File: config.mk
export PLATFORM = sky130hd
export DESIGN_NAME = lan_host_learning_table_flat
export DESIGN_NICKNAME = d
export VERILOG_FILES = /design/src/rtl/lhlt_pkg.sv /design/src/rtl/lhlt_if.sv /design/src/rtl/lhlt_ram.sv /design/src/rtl/lhlt_cfg_regs.sv /design/src/rtl/lan_host_learning_table.sv /design/src/flat_wrapper.sv
export SDC_FILE = /design/constraint.sdc
export NUM_CORES = 2
export LEC_CHECK = 0
export BUFFER_PORTS_ARGS = -buffer_cell sky130_fd_sc_hd__buf_2
export CORE_MARGIN = 2
export CORE_UTILIZATION = 30
export CTS_CLUSTER_DIAMETER = 80
export DETAILED_ROUTE_END_ITERATION = 12
export HOLD_SLACK_MARGIN = 0.02
export PLACE_DENSITY = 0.52
export SYNTH_ARGS = -nofsm -noshare
export SYNTH_HDL_FRONTEND = slang
export SYNTH_SLANG_ARGS = --single-unit
File: constraint.sdc
create_clock -name clk -period 19.3 [get_ports clk]
set_input_delay 2.895 -clock clk [delete_from_list [all_inputs] [get_ports clk]]
set_output_delay 2.895 -clock clk [all_outputs]
set_load 0.02 [all_outputs]
File: src/rtl/lhlt_pkg.sv
package lhlt_pkg;

    // transaction codes
    typedef enum logic {
        CMD_OBSERVE = 1'b0,
        CMD_READ    = 1'b1
    } cmd_t;

    typedef enum logic [2:0] {
        ST_UPDATED   = 3'd0,
        ST_IGNORED   = 3'd1,
        ST_AGED      = 3'd2,
        ST_UNCHANGED = 3'd3,
        ST_NOT_LAN   = 3'd4,
        ST_ZERO_MAC  = 3'd5,
        ST_FULL      = 3'd6
    } status_t;

    // configuration register indexes
    typedef enum logic [1:0] {
        REG_AGEOUT = 2'd0,
        REG_IGN_LO = 2'd1,
        REG_IGN_HI = 2'd2
    } reg_idx_t;

    localparam logic [15:0] AGEOUT_RST = 16'd300;
    localparam logic [31:0] IGN_LO_RST = 32'hC0A8_0178;
    localparam logic [31:0] IGN_HI_RST = 32'hC0A8_0181;

    typedef struct packed {
        logic [15:0] ageout;
        logic [31:0] ign_lo;
        logic [31:0] ign_hi;
    } cfg_t;

    // one table entry as held in the ram
    typedef struct packed {
        logic [47:0] mac;
        logic [31:0] ip;
        logic [15:0] idle;
        logic [31:0] stamp;
    } rec_t;

    localparam int REC_W = $bits(rec_t);

endpackage

File: src/rtl/lhlt_if.sv
interface lhlt_cfg_if;
    logic        valid;
    logic        ready;
    logic [1:0]  index;
    logic [31:0] data;

    modport source (output valid, output index, output data, input ready);
    modport sink   (input valid, input index, input data, output ready);
endinterface

interface lhlt_req_if;
    logic        valid;
    logic        ready;
    logic        command;
    logic [47:0] host_mac;
    logic [31:0] host_ip;
    logic [15:0] idle_seconds;
    logic        from_lan;
    logic [31:0] now_seconds;
    logic [4:0]  read_index;

    modport source (output valid, output command, output host_mac, output host_ip,
                    output idle_seconds, output from_lan, output now_seconds,
                    output read_index, input ready);
    modport sink   (input valid, input command, input host_mac, input host_ip,
                    input idle_seconds, input from_lan, input now_seconds,
                    input read_index, output ready);
endinterface

interface lhlt_rsp_if;
    logic        valid;
    logic        ready;
    logic [2:0]  status;
    logic [4:0]  entry_index;
    logic        entry_valid;
    logic [47:0] entry_mac;
    logic [31:0] entry_ip;
    logic [15:0] entry_idle;
    logic [31:0] online_seconds;
    logic        was_new;

    modport source (output valid, output status, output entry_index, output entry_valid,
                    output entry_mac, output entry_ip, output entry_idle,
                    output online_seconds, output was_new, input ready);
    modport sink   (input valid, input status, input entry_index, input entry_valid,
                    input entry_mac, input entry_ip, input entry_idle,
                    input online_seconds, input was_new, output ready);
endinterface

File: src/rtl/lhlt_ram.sv
module lhlt_ram #(
    parameter int WIDTH = 8,
    parameter int DEPTH = 16,
    localparam int AW = (DEPTH > 1) ? $clog2(DEPTH) : 1
) (
    input  logic             clk,
    input  logic             we,
    input  logic [AW-1:0]    waddr,
    input  logic [WIDTH-1:0] wdata,
    input  logic             re,
    input  logic [AW-1:0]    raddr,
    output logic [WIDTH-1:0] rdata
);

    logic [WIDTH-1:0] mem [DEPTH];

    always_ff @(posedge clk)
    begin
        if (we)
        begin
            mem[waddr] <= wdata;
        end
        if (re)
        begin
            rdata <= mem[raddr];
        end
    end

endmodule

File: src/rtl/lhlt_cfg_regs.sv
module lhlt_cfg_regs import lhlt_pkg::*; (
    input  logic       clk,
    input  logic       rst_n,
    lhlt_cfg_if.sink   cfg,
    output cfg_t       cfg_q
);

    cfg_t cfg_reg;

    assign cfg.ready = 1'b1;
    assign cfg_q     = cfg_reg;

    always_ff @(posedge clk or negedge rst_n)
    begin
        if (!rst_n)
        begin
            cfg_reg.ageout <= AGEOUT_RST;
            cfg_reg.ign_lo <= IGN_LO_RST;
            cfg_reg.ign_hi <= IGN_HI_RST;
        end
        else if (cfg.valid && cfg.ready)
        begin
            case (reg_idx_t'(cfg.index))
                REG_AGEOUT: cfg_reg.ageout <= cfg.data[15:0];
                REG_IGN_LO: cfg_reg.ign_lo <= cfg.data;
                REG_IGN_HI: cfg_reg.ign_hi <= cfg.data;
                default:    ; // unused index, write dropped
            endcase
        end
    end

endmodule

File: src/rtl/lan_host_learning_table.sv
// LAN host learning table: up to ENTRIES hosts keyed by 48-bit MAC, held in one
// single-port-read synchronous ram (mac, ip, idle, start stamp) with valid, new and
// written bits in flip-flops. An observe transaction scans the ram one entry per cycle
// (the compare works on the read issued in the cycle before) and stops at the first MAC match.
// A read fetches and loads its slot; an observe that matches, or that allocates a free
// slot when nothing matches, fetches and loads that slot. A full table ends the scan in
// the finish step without a fetch; a rejected observe (not LAN, zero MAC) or an out of
// range read goes to the finish step straight from idle.
// The result shows on rsp as the block turns ready for the next item. The scan
// through the ram sets the rate: one item is in work at a time, and req.ready is high
// only while the block is idle. The result sits in an output register, so the next item
// is taken while a result still waits on rsp; that item then holds in its finish step
// until rsp is free. Entries never written read as zero through the written bits, so no
// clearing pass is needed after reset. Configuration writes are always accepted and
// take effect at once.
module lan_host_learning_table import lhlt_pkg::*; #(
    parameter int ENTRIES = 32
) (
    input  logic        clk,
    input  logic        rst_n,
    lhlt_cfg_if.sink    cfg,
    lhlt_req_if.sink    req,
    lhlt_rsp_if.source  rsp
);

    localparam int IDX_W = (ENTRIES > 1) ? $clog2(ENTRIES) : 1;
    localparam int CNT_W = $clog2(ENTRIES + 1);

    typedef enum logic [4:0] {
        S_IDLE   = 5'b00001,
        S_SCAN   = 5'b00010,
        S_FETCH  = 5'b00100,
        S_LOAD   = 5'b01000,
        S_FINISH = 5'b10000
    } state_t;

    // what the finish step does with the transaction
    typedef enum logic [1:0] {
        MODE_OBSERVE = 2'd0,
        MODE_READ    = 2'd1,
        MODE_EMPTY   = 2'd2
    } mode_t;

    typedef struct packed {
        logic [2:0]  status;
        logic [4:0]  entry_index;
        logic        entry_valid;
        logic [47:0] entry_mac;
        logic [31:0] entry_ip;
        logic [15:0] entry_idle;
        logic [31:0] online_seconds;
        logic        was_new;
    } rsp_t;

    cfg_t cfg_q;

    // control state
    state_t             state_reg, state_next;
    mode_t              mode_reg;
    status_t            status_reg;
    logic [CNT_W-1:0]   scan_cnt_reg;
    logic               cmp_vld_reg;
    logic [IDX_W-1:0]   cmp_idx_reg;
    logic               have_inv_reg, have_empty_reg;
    logic [IDX_W-1:0]   inv_idx_reg, empty_idx_reg;
    logic [IDX_W-1:0]   slot_reg;
    logic               alloc_reg;
    logic [ENTRIES-1:0] valid_reg, new_reg, written_reg;
    logic               rd_written_reg;
    logic               rsp_vld_reg;

    // payload held for the item in work
    logic [47:0] mac_reg;
    logic [31:0] ip_reg;
    logic [15:0] idle_reg;
    logic [31:0] now_reg;
    logic [4:0]  empty_index_reg;
    rec_t        rec_reg;
    rsp_t        rsp_reg;

    // ram ports
    logic             ram_we, ram_re;
    logic [IDX_W-1:0] ram_raddr;
    logic [REC_W-1:0] ram_rdata;
    rec_t             rd_rec;

    // finish step
    logic    out_free, fin_commit, wr_req;
    logic    slot_valid, slot_new, in_ignore, fresh;
    logic    post_valid, post_new;
    rec_t    post_rec;
    status_t res_status;
    rsp_t    result;

    lhlt_cfg_regs u_cfg (
        .clk   (clk),
        .rst_n (rst_n),
        .cfg   (cfg),
        .cfg_q (cfg_q)
    );

    lhlt_ram #(
        .WIDTH (REC_W),
        .DEPTH (ENTRIES)
    ) u_ram (
        .clk   (clk),
        .we    (ram_we),
        .waddr (slot_reg),
        .wdata (post_rec),
        .re    (ram_re),
        .raddr (ram_raddr),
        .rdata (ram_rdata)
    );

    assign req.ready = (state_reg == S_IDLE);

    // ram reads happen only in scan and fetch, writes only in finish, so the same
    // entry is never read and written in one cycle
    always_comb
    begin
        ram_re    = 1'b0;
        ram_raddr = slot_reg;
        case (state_reg)
            S_SCAN:
            begin
                ram_re    = (scan_cnt_reg < CNT_W'(ENTRIES));
                ram_raddr = scan_cnt_reg[IDX_W-1:0];
            end
            S_FETCH: ram_re = 1'b1;
            default: ;
        endcase
    end

    // never-written entries read as all zero
    assign rd_rec = rd_written_reg ? rec_t'(ram_rdata) : '0;

    assign out_free   = !rsp_vld_reg || rsp.ready;
    assign fin_commit = (state_reg == S_FINISH) && out_free;
    assign ram_we     = fin_commit && wr_req;

    // read-modify-write of the chosen slot and the result it gives
    always_comb
    begin
        slot_valid = valid_reg[slot_reg];
        slot_new   = new_reg[slot_reg];
        in_ignore  = (ip_reg >= cfg_q.ign_lo) && (ip_reg <= cfg_q.ign_hi);
        fresh      = (idle_reg < cfg_q.ageout);
        post_rec   = rec_reg;
        post_valid = slot_valid;
        post_new   = slot_new;
        wr_req     = 1'b0;
        res_status = ST_UNCHANGED;
        case (mode_reg)
            MODE_OBSERVE:
            begin
                post_new = slot_new || alloc_reg;
                if (fresh)
                begin
                    if (slot_valid && in_ignore)
                    begin
                        res_status = ST_IGNORED;
                    end
                    else
                    begin
                        post_rec.mac   = mac_reg;
                        post_rec.ip    = ip_reg;
                        post_rec.idle  = idle_reg;
                        // start stamp only on a fresh slot
                        post_rec.stamp = slot_valid ? rec_reg.stamp : now_reg;
                        post_valid     = 1'b1;
                        wr_req         = 1'b1;
                        res_status     = ST_UPDATED;
                    end
                end
                else if (slot_valid)
                begin
                    // aged out: keep mac, ip and stamp
                    post_rec.idle = '0;
                    post_valid    = 1'b0;
                    wr_req        = 1'b1;
                    res_status    = ST_AGED;
                end
            end
            MODE_READ: post_new = 1'b0;
            default:   ;
        endcase

        if (mode_reg == MODE_EMPTY)
        begin
            result             = '0;
            result.status      = status_reg;
            result.entry_index = empty_index_reg;
        end
        else
        begin
            result.status         = res_status;
            result.entry_index    = 5'(slot_reg);
            result.entry_valid    = post_valid;
            result.entry_mac      = post_rec.mac;
            result.entry_ip       = post_rec.ip;
            result.entry_idle     = post_rec.idle;
            result.online_seconds = post_valid ? (now_reg - post_rec.stamp) : '0;
            // a read reports the flag before it clears it
            result.was_new        = (mode_reg == MODE_READ) ? slot_new : post_new;
        end
    end

    always_ff @(posedge clk or negedge rst_n)
    begin
        if (!rst_n)
        begin
            state_reg      <= S_IDLE;
            mode_reg       <= MODE_EMPTY;
            status_reg     <= ST_UNCHANGED;
            scan_cnt_reg   <= '0;
            cmp_vld_reg    <= 1'b0;
            cmp_idx_reg    <= '0;
            have_inv_reg   <= 1'b0;
            have_empty_reg <= 1'b0;
            inv_idx_reg    <= '0;
            empty_idx_reg  <= '0;
            slot_reg       <= '0;
            alloc_reg      <= 1'b0;
            valid_reg      <= '0;
            new_reg        <= '0;
            written_reg    <= '0;
            rd_written_reg <= 1'b0;
            rsp_vld_reg    <= 1'b0;
        end
        else
        begin
            state_reg <= state_next;
            if (ram_re)
            begin
                rd_written_reg <= written_reg[ram_raddr];
            end

            case (state_reg)
                S_IDLE:
                begin
                    if (req.valid && req.ready)
                    begin
                        scan_cnt_reg   <= '0;
                        cmp_vld_reg    <= 1'b0;
                        have_inv_reg   <= 1'b0;
                        have_empty_reg <= 1'b0;
                        alloc_reg      <= 1'b0;
                        if (cmd_t'(req.command) == CMD_READ)
                        begin
                            if (9'(req.read_index) < 9'(ENTRIES))
                            begin
                                mode_reg <= MODE_READ;
                                slot_reg <= IDX_W'(req.read_index);
                            end
                            else
                            begin
                                mode_reg   <= MODE_EMPTY;
                                status_reg <= ST_UNCHANGED;
                            end
                        end
                        else if (!req.from_lan)
                        begin
                            mode_reg   <= MODE_EMPTY;
                            status_reg <= ST_NOT_LAN;
                        end
                        else if (req.host_mac == '0)
                        begin
                            mode_reg   <= MODE_EMPTY;
                            status_reg <= ST_ZERO_MAC;
                        end
                        else
                        begin
                            mode_reg <= MODE_OBSERVE;
                        end
                    end
                end
                S_SCAN:
                begin
                    // issue side: one address per cycle
                    cmp_vld_reg <= ram_re;
                    cmp_idx_reg <= ram_raddr;
                    if (ram_re)
                    begin
                        scan_cnt_reg <= scan_cnt_reg + CNT_W'(1);
                    end
                    // compare side: data of the address issued last cycle
                    if (cmp_vld_reg)
                    begin
                        if (!valid_reg[cmp_idx_reg])
                        begin
                            if (!have_inv_reg)
                            begin
                                have_inv_reg <= 1'b1;
                                inv_idx_reg  <= cmp_idx_reg;
                            end
                            if (rd_rec.mac == '0 && !have_empty_reg)
                            begin
                                have_empty_reg <= 1'b1;
                                empty_idx_reg  <= cmp_idx_reg;
                            end
                        end
                        if (rd_rec.mac == mac_reg)
                        begin
                            slot_reg <= cmp_idx_reg;
                        end
                    end
                    else if (!ram_re)
                    begin
                        // scan over with no match
                        if (!have_inv_reg)
                        begin
                            mode_reg   <= MODE_EMPTY;
                            status_reg <= ST_FULL;
                        end
                        else
                        begin
                            alloc_reg <= 1'b1;
                            slot_reg  <= have_empty_reg ? empty_idx_reg : inv_idx_reg;
                        end
                    end
                end
                S_FINISH:
                begin
                    if (fin_commit && mode_reg != MODE_EMPTY)
                    begin
                        valid_reg[slot_reg] <= post_valid;
                        new_reg[slot_reg]   <= post_new;
                        if (wr_req)
                        begin
                            written_reg[slot_reg] <= 1'b1;
                        end
                    end
                end
                default: ;
            endcase

            if (fin_commit)
            begin
                rsp_vld_reg <= 1'b1;
            end
            else if (rsp.ready)
            begin
                rsp_vld_reg <= 1'b0;
            end
        end
    end

    // payload registers
    always_ff @(posedge clk)
    begin
        if (req.valid && req.ready)
        begin
            mac_reg         <= req.host_mac;
            ip_reg          <= req.host_ip;
            idle_reg        <= req.idle_seconds;
            now_reg         <= req.now_seconds;
            empty_index_reg <= (cmd_t'(req.command) == CMD_READ) ? req.read_index : 5'd0;
        end
        if (state_reg == S_LOAD)
        begin
            rec_reg <= rd_rec;
        end
        if (fin_commit)
        begin
            rsp_reg <= result;
        end
    end

    always_comb
    begin
        state_next = state_reg;
        case (state_reg)
            S_IDLE:
            begin
                if (req.valid && req.ready)
                begin
                    if (cmd_t'(req.command) == CMD_READ)
                    begin
                        state_next = (9'(req.read_index) < 9'(ENTRIES)) ? S_FETCH : S_FINISH;
                    end
                    else if (!req.from_lan || req.host_mac == '0)
                    begin
                        state_next = S_FINISH;
                    end
                    else
                    begin
                        state_next = S_SCAN;
                    end
                end
            end
            S_SCAN:
            begin
                if (cmp_vld_reg && rd_rec.mac == mac_reg)
                begin
                    state_next = S_FETCH;
                end
                else if (!cmp_vld_reg && !ram_re)
                begin
                    state_next = have_inv_reg ? S_FETCH : S_FINISH;
                end
            end
            S_FETCH:  state_next = S_LOAD;
            S_LOAD:   state_next = S_FINISH;
            S_FINISH:
            begin
                if (fin_commit)
                begin
                    state_next = S_IDLE;
                end
            end
            default:  state_next = S_IDLE;
        endcase
    end

    assign rsp.valid          = rsp_vld_reg;
    assign rsp.status         = rsp_reg.status;
    assign rsp.entry_index    = rsp_reg.entry_index;
    assign rsp.entry_valid    = rsp_reg.entry_valid;
    assign rsp.entry_mac      = rsp_reg.entry_mac;
    assign rsp.entry_ip       = rsp_reg.entry_ip;
    assign rsp.entry_idle     = rsp_reg.entry_idle;
    assign rsp.online_seconds = rsp_reg.online_seconds;
    assign rsp.was_new        = rsp_reg.was_new;

    // ram writes only come out of the finish step
    a_write_in_finish: assert property (@(posedge clk) disable iff (!rst_n)
        ram_we |-> state_reg == S_FINISH)
        else $error("ram write outside finish step");

    // scan counter never runs past the table
    a_scan_bound: assert property (@(posedge clk) disable iff (!rst_n)
        scan_cnt_reg <= CNT_W'(ENTRIES))
        else $error("scan counter past table end");

    // a compare slot is only filled by a scan read
    a_cmp_from_scan: assert property (@(posedge clk) disable iff (!rst_n)
        $rose(cmp_vld_reg) |-> $past(state_reg == S_SCAN))
        else $error("compare data without scan read");

    // a new result only appears after a finish step
    a_rsp_from_finish: assert property (@(posedge clk) disable iff (!rst_n)
        $rose(rsp_vld_reg) |-> $past(state_reg == S_FINISH))
        else $error("result without finish step");

    // an updated observe leaves the slot valid
    a_update_valid: assert property (@(posedge clk) disable iff (!rst_n)
        fin_commit && mode_reg == MODE_OBSERVE && res_status == ST_UPDATED
            |=> valid_reg[$past(slot_reg)])
        else $error("updated slot not valid");

endmodule
File: src/flat_wrapper.sv
// flat-port wrapper written by rule: the top's interface ports become plain ports
module lan_host_learning_table_flat import lhlt_pkg::*;
#(
    parameter int ENTRIES = 32
)
  (clk, rst_n, cfg_valid, cfg_index, cfg_data, cfg_ready, req_valid, req_command, req_host_mac, req_host_ip, req_idle_seconds, req_from_lan, req_now_seconds, req_read_index, req_ready, rsp_valid, rsp_status, rsp_entry_index, rsp_entry_valid, rsp_entry_mac, rsp_entry_ip, rsp_entry_idle, rsp_online_seconds, rsp_was_new, rsp_ready);
  lhlt_cfg_if cfg_i ();
  lhlt_req_if req_i ();
  lhlt_rsp_if rsp_i ();
  input  logic clk;
  input  logic rst_n;
  input wire logic [$bits(cfg_i.valid)-1:0] cfg_valid;
  input wire logic [$bits(cfg_i.index)-1:0] cfg_index;
  input wire logic [$bits(cfg_i.data)-1:0] cfg_data;
  output wire logic [$bits(cfg_i.ready)-1:0] cfg_ready;
  input wire logic [$bits(req_i.valid)-1:0] req_valid;
  input wire logic [$bits(req_i.command)-1:0] req_command;
  input wire logic [$bits(req_i.host_mac)-1:0] req_host_mac;
  input wire logic [$bits(req_i.host_ip)-1:0] req_host_ip;
  input wire logic [$bits(req_i.idle_seconds)-1:0] req_idle_seconds;
  input wire logic [$bits(req_i.from_lan)-1:0] req_from_lan;
  input wire logic [$bits(req_i.now_seconds)-1:0] req_now_seconds;
  input wire logic [$bits(req_i.read_index)-1:0] req_read_index;
  output wire logic [$bits(req_i.ready)-1:0] req_ready;
  output wire logic [$bits(rsp_i.valid)-1:0] rsp_valid;
  output wire logic [$bits(rsp_i.status)-1:0] rsp_status;
  output wire logic [$bits(rsp_i.entry_index)-1:0] rsp_entry_index;
  output wire logic [$bits(rsp_i.entry_valid)-1:0] rsp_entry_valid;
  output wire logic [$bits(rsp_i.entry_mac)-1:0] rsp_entry_mac;
  output wire logic [$bits(rsp_i.entry_ip)-1:0] rsp_entry_ip;
  output wire logic [$bits(rsp_i.entry_idle)-1:0] rsp_entry_idle;
  output wire logic [$bits(rsp_i.online_seconds)-1:0] rsp_online_seconds;
  output wire logic [$bits(rsp_i.was_new)-1:0] rsp_was_new;
  input wire logic [$bits(rsp_i.ready)-1:0] rsp_ready;
  assign cfg_i.valid = cfg_valid;
  assign cfg_i.index = cfg_index;
  assign cfg_i.data = cfg_data;
  assign cfg_ready = cfg_i.ready;
  assign req_i.valid = req_valid;
  assign req_i.command = req_command;
  assign req_i.host_mac = req_host_mac;
  assign req_i.host_ip = req_host_ip;
  assign req_i.idle_seconds = req_idle_seconds;
  assign req_i.from_lan = req_from_lan;
  assign req_i.now_seconds = req_now_seconds;
  assign req_i.read_index = req_read_index;
  assign req_ready = req_i.ready;
  assign rsp_valid = rsp_i.valid;
  assign rsp_status = rsp_i.status;
  assign rsp_entry_index = rsp_i.entry_index;
  assign rsp_entry_valid = rsp_i.entry_valid;
  assign rsp_entry_mac = rsp_i.entry_mac;
  assign rsp_entry_ip = rsp_i.entry_ip;
  assign rsp_entry_idle = rsp_i.entry_idle;
  assign rsp_online_seconds = rsp_i.online_seconds;
  assign rsp_was_new = rsp_i.was_new;
  assign rsp_i.ready = rsp_ready;
  lan_host_learning_table #(.ENTRIES(ENTRIES)) u_core (.clk(clk), .rst_n(rst_n), .cfg(cfg_i), .req(req_i), .rsp(rsp_i));
endmodule
# ---- After elaboration in Yosys (flattened, before gate mapping)
# Memories as Yosys holds them, arrays and structs flattened. A register that Yosys moved wholly into a read port is not among the register bits.
# Cells that the tools add are included.
# Widths: inputs -> output; s select.
dict set report classes {
  add_sub_neg 2
  n_lt_le_gt_ge 8
  n_eq_ne 28
  mux 89
  bitwise_logic 4
  reduce_logical 41
}
# op count
set ops {}
lappend ops {{$mux 128} 3}
lappend ops {{$mux 138} 1}
lappend ops {{$logic_not 48->1} 2}
lappend ops {{$mux 32} 3}
lappend ops {{$mux 80} 1}
lappend ops {{$mux 5} 15}
lappend ops {{$bwmux 32} 2}
lappend ops {{$eq 48x48->1} 1}
lappend ops {{$ge 32x32->1} 1}
lappend ops {{$le 32x32->1} 1}
lappend ops {{$mux 16} 2}
lappend ops {{$or 32x32->32} 1}
lappend ops {{$sub 32x32->32} 1}
lappend ops {{$mux 1} 28}
lappend ops {{$mux 3} 9}
lappend ops {{$pmux 5 s5} 1}
lappend ops {{$bmux 1 s5} 4}
lappend ops {{$lt 5x6->1 const B} 3}
lappend ops {{$lt 16x16->1} 1}
lappend ops {{$ne 2x2->1 const B} 8}
lappend ops {{$reduce_and 5->1} 3}
lappend ops {{$mux 2} 7}
lappend ops {{$mux 6} 2}
lappend ops {{$pmux 1 s2} 6}
lappend ops {{31 further kinds} 66}
dict set report totals {
  ff_bits 617
  ramBits 4096
  input_bits 174
  out_inout_bits 141
  elab_cells 210
  memories 1
}
# name words width rd rd_clocked_by_memory_dff wr line_no
set mem_list {}
lappend mem_list {u_core.u_ram.mem 32 128 1 1 1 lhlt_ram.sv:15} ;# logic [WIDTH-1:0] mem [DEPTH];

# ---- Depth between registers and ports, before layout
dict set report logic_depth {
  ltp_word 9
  mapped_depth 22
}

# ---- Modules after synthesis
# A second synthesis with hierarchy kept.
dict set report unflattened {
  hier_cells 8763
  hier_area_um2 187897.7
}
# module n_inst cells_each area_each_um2 seq_area_each_um2
set modules_own_cells {}
lappend modules_own_cells {lhlt_ram 1 6436 158092.9 126841.7}
lappend modules_own_cells {lan_host_learning_table 1 2155 26773.2 15439.8}
lappend modules_own_cells {lhlt_cfg_regs 1 172 3031.7 2029.4}

# ---- Worst setup path after synthesis
# OpenSTA, ideal clock, no wires.
dict set report synth_path {
  kind {in2reg}
  startpoint {in rsp_ready}
  endpoint {mem u_core.u_ram.mem[13][0] in the netlist's numbering (enable)}
  arrival_time_ps 15539
  required_ps 18684
  slack_ps 3145
  cell_stages 6
  cell_sequence {nand2b_1 -> nor2b_1 -> nand2_1 -> or3_1 -> buf_2 -> nor2_1}
}
dict set report synth_via {
  elab_chain_cells 5
}
# item line_no
set synth_lines {}
lappend synth_lines {{from (decl)} flat_wrapper.sv:34} ;# input wire logic [$bits(rsp_i.ready)-1:0] rsp_ready;
lappend synth_lines {{$logic_or 1x1->1} lan_host_learning_table.sv:137} ;# assign out_free = !rsp_vld_reg || rsp.ready;
lappend synth_lines {{$logic_and 1x1->1} lan_host_learning_table.sv:138} ;# assign fin_commit = (state_reg == S_FINISH) && out_free;
lappend synth_lines {{net u_core.fin_commit} lan_host_learning_table.sv:88} ;# logic out_free, fin_commit, wr_req;
lappend synth_lines {{$logic_and 1x1->1} lan_host_learning_table.sv:139} ;# assign ram_we = fin_commit && wr_req;
lappend synth_lines {{$mux 1} lhlt_ram.sv:19} ;# if (we)
lappend synth_lines {{$mux 1 (not written as such)} lhlt_ram.sv:21} ;# mem[waddr] <= wdata;
lappend synth_lines {{to (decl)} lhlt_ram.sv:15}
# The timed path passes the listed nets, and every way through them passes these cells.

==> reports/metrics.yaml <==
outcome: "complete, no violations"
drv_slew: 0
reg2reg_depth: 18
p_per_area_nw_per_um2: 153.6
drt_iter0_drc: 13086
syn_nets: 13935
fin_skew_ns: 0.1043
finalCriticalPeriod_ns: 7.344
fin_setup_tns_ns: 0
hold_path_class: "reg2reg"
clockRootBuffer: "clkbuf_16"
clk_pin_slew_ns: 0.07
drc: 0
grt_pass1_wl_um: 884200
die_h_um: 807.7
criticalPathCategory: "reg2reg"
reg2reg_slack_ns: 11.96
ys_ff_latch: 4841
comb_power_share: 0.339
synth.avg_cell_area_um2: 14.20
p_int_w: 0.02123
critical_path.endpoint: "u_core.rsp.online_seconds[30]$_SDFFCE_PP0P_"
synth-simple-area-share: 0.1066
tightest_slew_ns: 1.359
floorplan.initialDensity: 0.3007
min_period_over_period: 0.3805
cp.required_ns: 20.06
seqPwrFrac: 0.387
grt-ovfl-total: 0
synthXorXnorAreaFrac: 0.002486
finish.utilization: 0.3433
final_cells: 22956
clkLatencyLatePin_ns: 1.08
worstPathMaxFanout: 35
h-tree-depth: 5
clkSinkCount: 4841
wl_um: 629700
worstReg2RegStart: "u_core.slot_reg[1]$_DFFE_PN0P_"
synth_top_family_by_area: "simple AND/OR/NAND/NOR gates"
ios: 315
post_cts_resized: 0
final_hold_viol_count: 0
vdd_drop_max_uv: 191.4
netSwitchingPower_w: 0.01274
yosysWarnings: 0
whs_ns: 0.4580
ys_seq_area_frac: 0.7447
synthToLayoutAreaGrowth_pct: 14.16
endpoint_kind: "flop"
synth_compound_area_frac: 0.06926
clkPwrFrac: 0.274
p_leak_nw: 76.02
cts_tree: "yes"
drive_gt1_frac: 0.1086
nNetsFinal: 14191
maxCapViolCount: 0
netlist_instances: 13649
max_freq_ghz: 0.1362
dp.cells: 22034
grt_max_degree: 167
cp.arrival_ns: 8.10
num_rows: 295
die_area_um2: 652400
synth_edf_count: 4623
async_reset_ff_frac: 0.04503
antenna_found_initial: 81
vias_per_cell: 5.178
muxShareOfSynthArea: 0.04870
core_area_um2: 644500
ant_nets: 0
synth_flop_cell: "edfxtp_1"
track_usage: 0.1851
setup_violations: 0
cp-start-kind: "flop"
routedWlPerCell_um: 27.43
switching_share: 0.3750
cts_setup_buffers: 0
rsz0062_at_grt: "no"
clock_path_buffers: 4
grt_pass1_vias: 113328
r2r_end: "u_core.rsp.online_seconds[30]$_SDFFCE_PP0P_"
place_congestion: 0.7853
slew_headroom: 0.09185
totalPowerFinal_w: 0.03397
cts_inserted_buffers: 481
dp_hpwl_um: 343000
port-buffer-count: 313
die_w_um: 807.7
vias: 118871
critPathLaunch: "u_core.slot_reg[1]$_DFFE_PN0P_"
first_pass_iters: 6
synthDistinctLibCells: 90
netlist_area_um2: 193800
postCtsHoldBufs: 0
synth-adder-area-share: 0.007271
largest_reg_flops: 4096
-- cell families (layout without fill, tap and decap cells) --
group	after synthesis	in the layout
other	1	30
buffers and inverters	976	1641
DFF	4841	4841
xor gates and xnor gates	55	55
and+or+nand+nor	4743	4743
adders and majority gates	112	112
AOI/OAI and AO/OA	2026	2026
muxes	895	895
-- synth_stat cells (34+ instances only) --
cell type,n,area share
buf_2,173,0.0045
mux2_2,118,0.0069
edfxtp_1,4623,0.72
ha_1,111,0.0072
a311oi_1,45,0.0020
dfrtp_1,192,0.025
buf_1,97,0.0019
a31oi_1,316,0.010
xnor2_1,34,0.0015
nand3_1,583,0.015
and2_1,136,0.0044
nor3_1,173,0.0045
and4_1,83,0.0038
o21ai_1,103,0.0027
nand4_1,36,0.0012
o221ai_1,334,0.015
buf_4,37,0.0014
nor2_1,254,0.0049
inv_1,136,0.0026
a22oi_1,35,0.0014
clkbuf_1,528,0.010
nand2_1,3088,0.060
a21oi_1,614,0.016
and3_1,286,0.0092
o21ai_0,122,0.0032
o22ai_1,133,0.0043
a21o_1,50,0.0019
mux2i_1,749,0.039
o31a_1,112,0.0051
-- stage by stage --
stage	cell area (µm²)	worst slack (ns)
2_1_floorplan	193800	3.145
3_3_place_gp	205800	11.94
3_5_place_dp	205800	11.88
4_1_cts	221100	11.99
5_1_grt	221200	11.64
6_report	221200	11.96
-- worst max-delay path, stage by stage, from the launching register on --
cell      delay [ns]
dfrtp_1         0.62
buf_4           0.43
mux4_2          0.37
a22oi_1         0.30
nand4_4         0.39
or3_2           0.72
buf_4           0.38
o21ai_4         0.79
ha_1            0.32
fa_1            0.22
nand2b_1        0.14
a21oi_1         0.09
nor4b_1         0.64
o21ai_0         0.22
nand2_1         0.24
nor3_1          0.12
o41a_1          0.42
a31oi_1         0.20
mux2_2          0.35
-- placed cells by master (no fill, tap or decap), drive strengths merged, types with 41 or more instances in the layout --
cell    instances
edfxtp       4623
nand2        3089
mux2i         750
a21oi         615
buf           613
clkbuf        597
nand3         583
o221ai        335
a31oi         316
and3          286
nor2          254
clkinv        234
o21ai         226
dfrtp         192
nor3          175
inv           150
and2          136
o22ai         133
mux2          119
o31a          112
ha            111
and4           83
a21o           50
a311oi         45
bufinv         41
-- worst min-delay path by stage --
stage | slack (ns) | cells after the start | end | startpoint
final | 0.46 | 1 | u_core.written_reg[2]$_DFFE_PN0P_ | u_core.written_reg[2]$_DFFE_PN0P_
after global routing | 0.47 | 1 | u_core.written_reg[3]$_DFFE_PN0P_ | u_core.written_reg[3]$_DFFE_PN0P_
after CTS | 0.46 | 1 | u_core.written_reg[6]$_DFFE_PN0P_ | u_core.written_reg[6]$_DFFE_PN0P_
after detailed placement | 0.44 | 1 | u_core.written_reg[6]$_DFFE_PN0P_ | u_core.written_reg[6]$_DFFE_PN0P_
after global placement | 0.44 | 1 | u_core.written_reg[14]$_DFFE_PN0P_ | u_core.written_reg[14]$_DFFE_PN0P_
after floorplan | 0.43 | 1 | u_core.status_reg[2]$_DFFE_PN0P_ | u_core.status_reg[2]$_DFFE_PN0P_
-- per-layer routing --
metal	global-route usage	part of all wire	up-vias
li1	-	-	51997
met1	0.2613	0.44	61654
met2	0.3013	0.47	4394
met3	0.02360	0.065	800
met4	0.05024	0.029	26
met5	0	0.00027	-
-- area by class of cell --
class,instances,area [µm²]
repair buffers,613,4249
fillers,62266,423200
clock buffers,597,12640
clock inverters,295,2723
multi-input cells,7832,45930
inverters,136,518.0
flip-flops and latches,4841,144300
well taps,8613,10780
diodes,29,72.57
-- power groups by stage --
stage / clock [W] / combinational, W / sequential, W
floorplan: 0 / 0.00699 / 0.0133
global placement: 0 / 0.0115 / 0.0134
detailed placement: 0 / 0.0115 / 0.0134
CTS: 0.00945 / 0.0116 / 0.0132
global route: 0.00982 / 0.0124 / 0.0132
finish: 0.00931 / 0.0115 / 0.0132
Power figures use the tool's default switching activity.
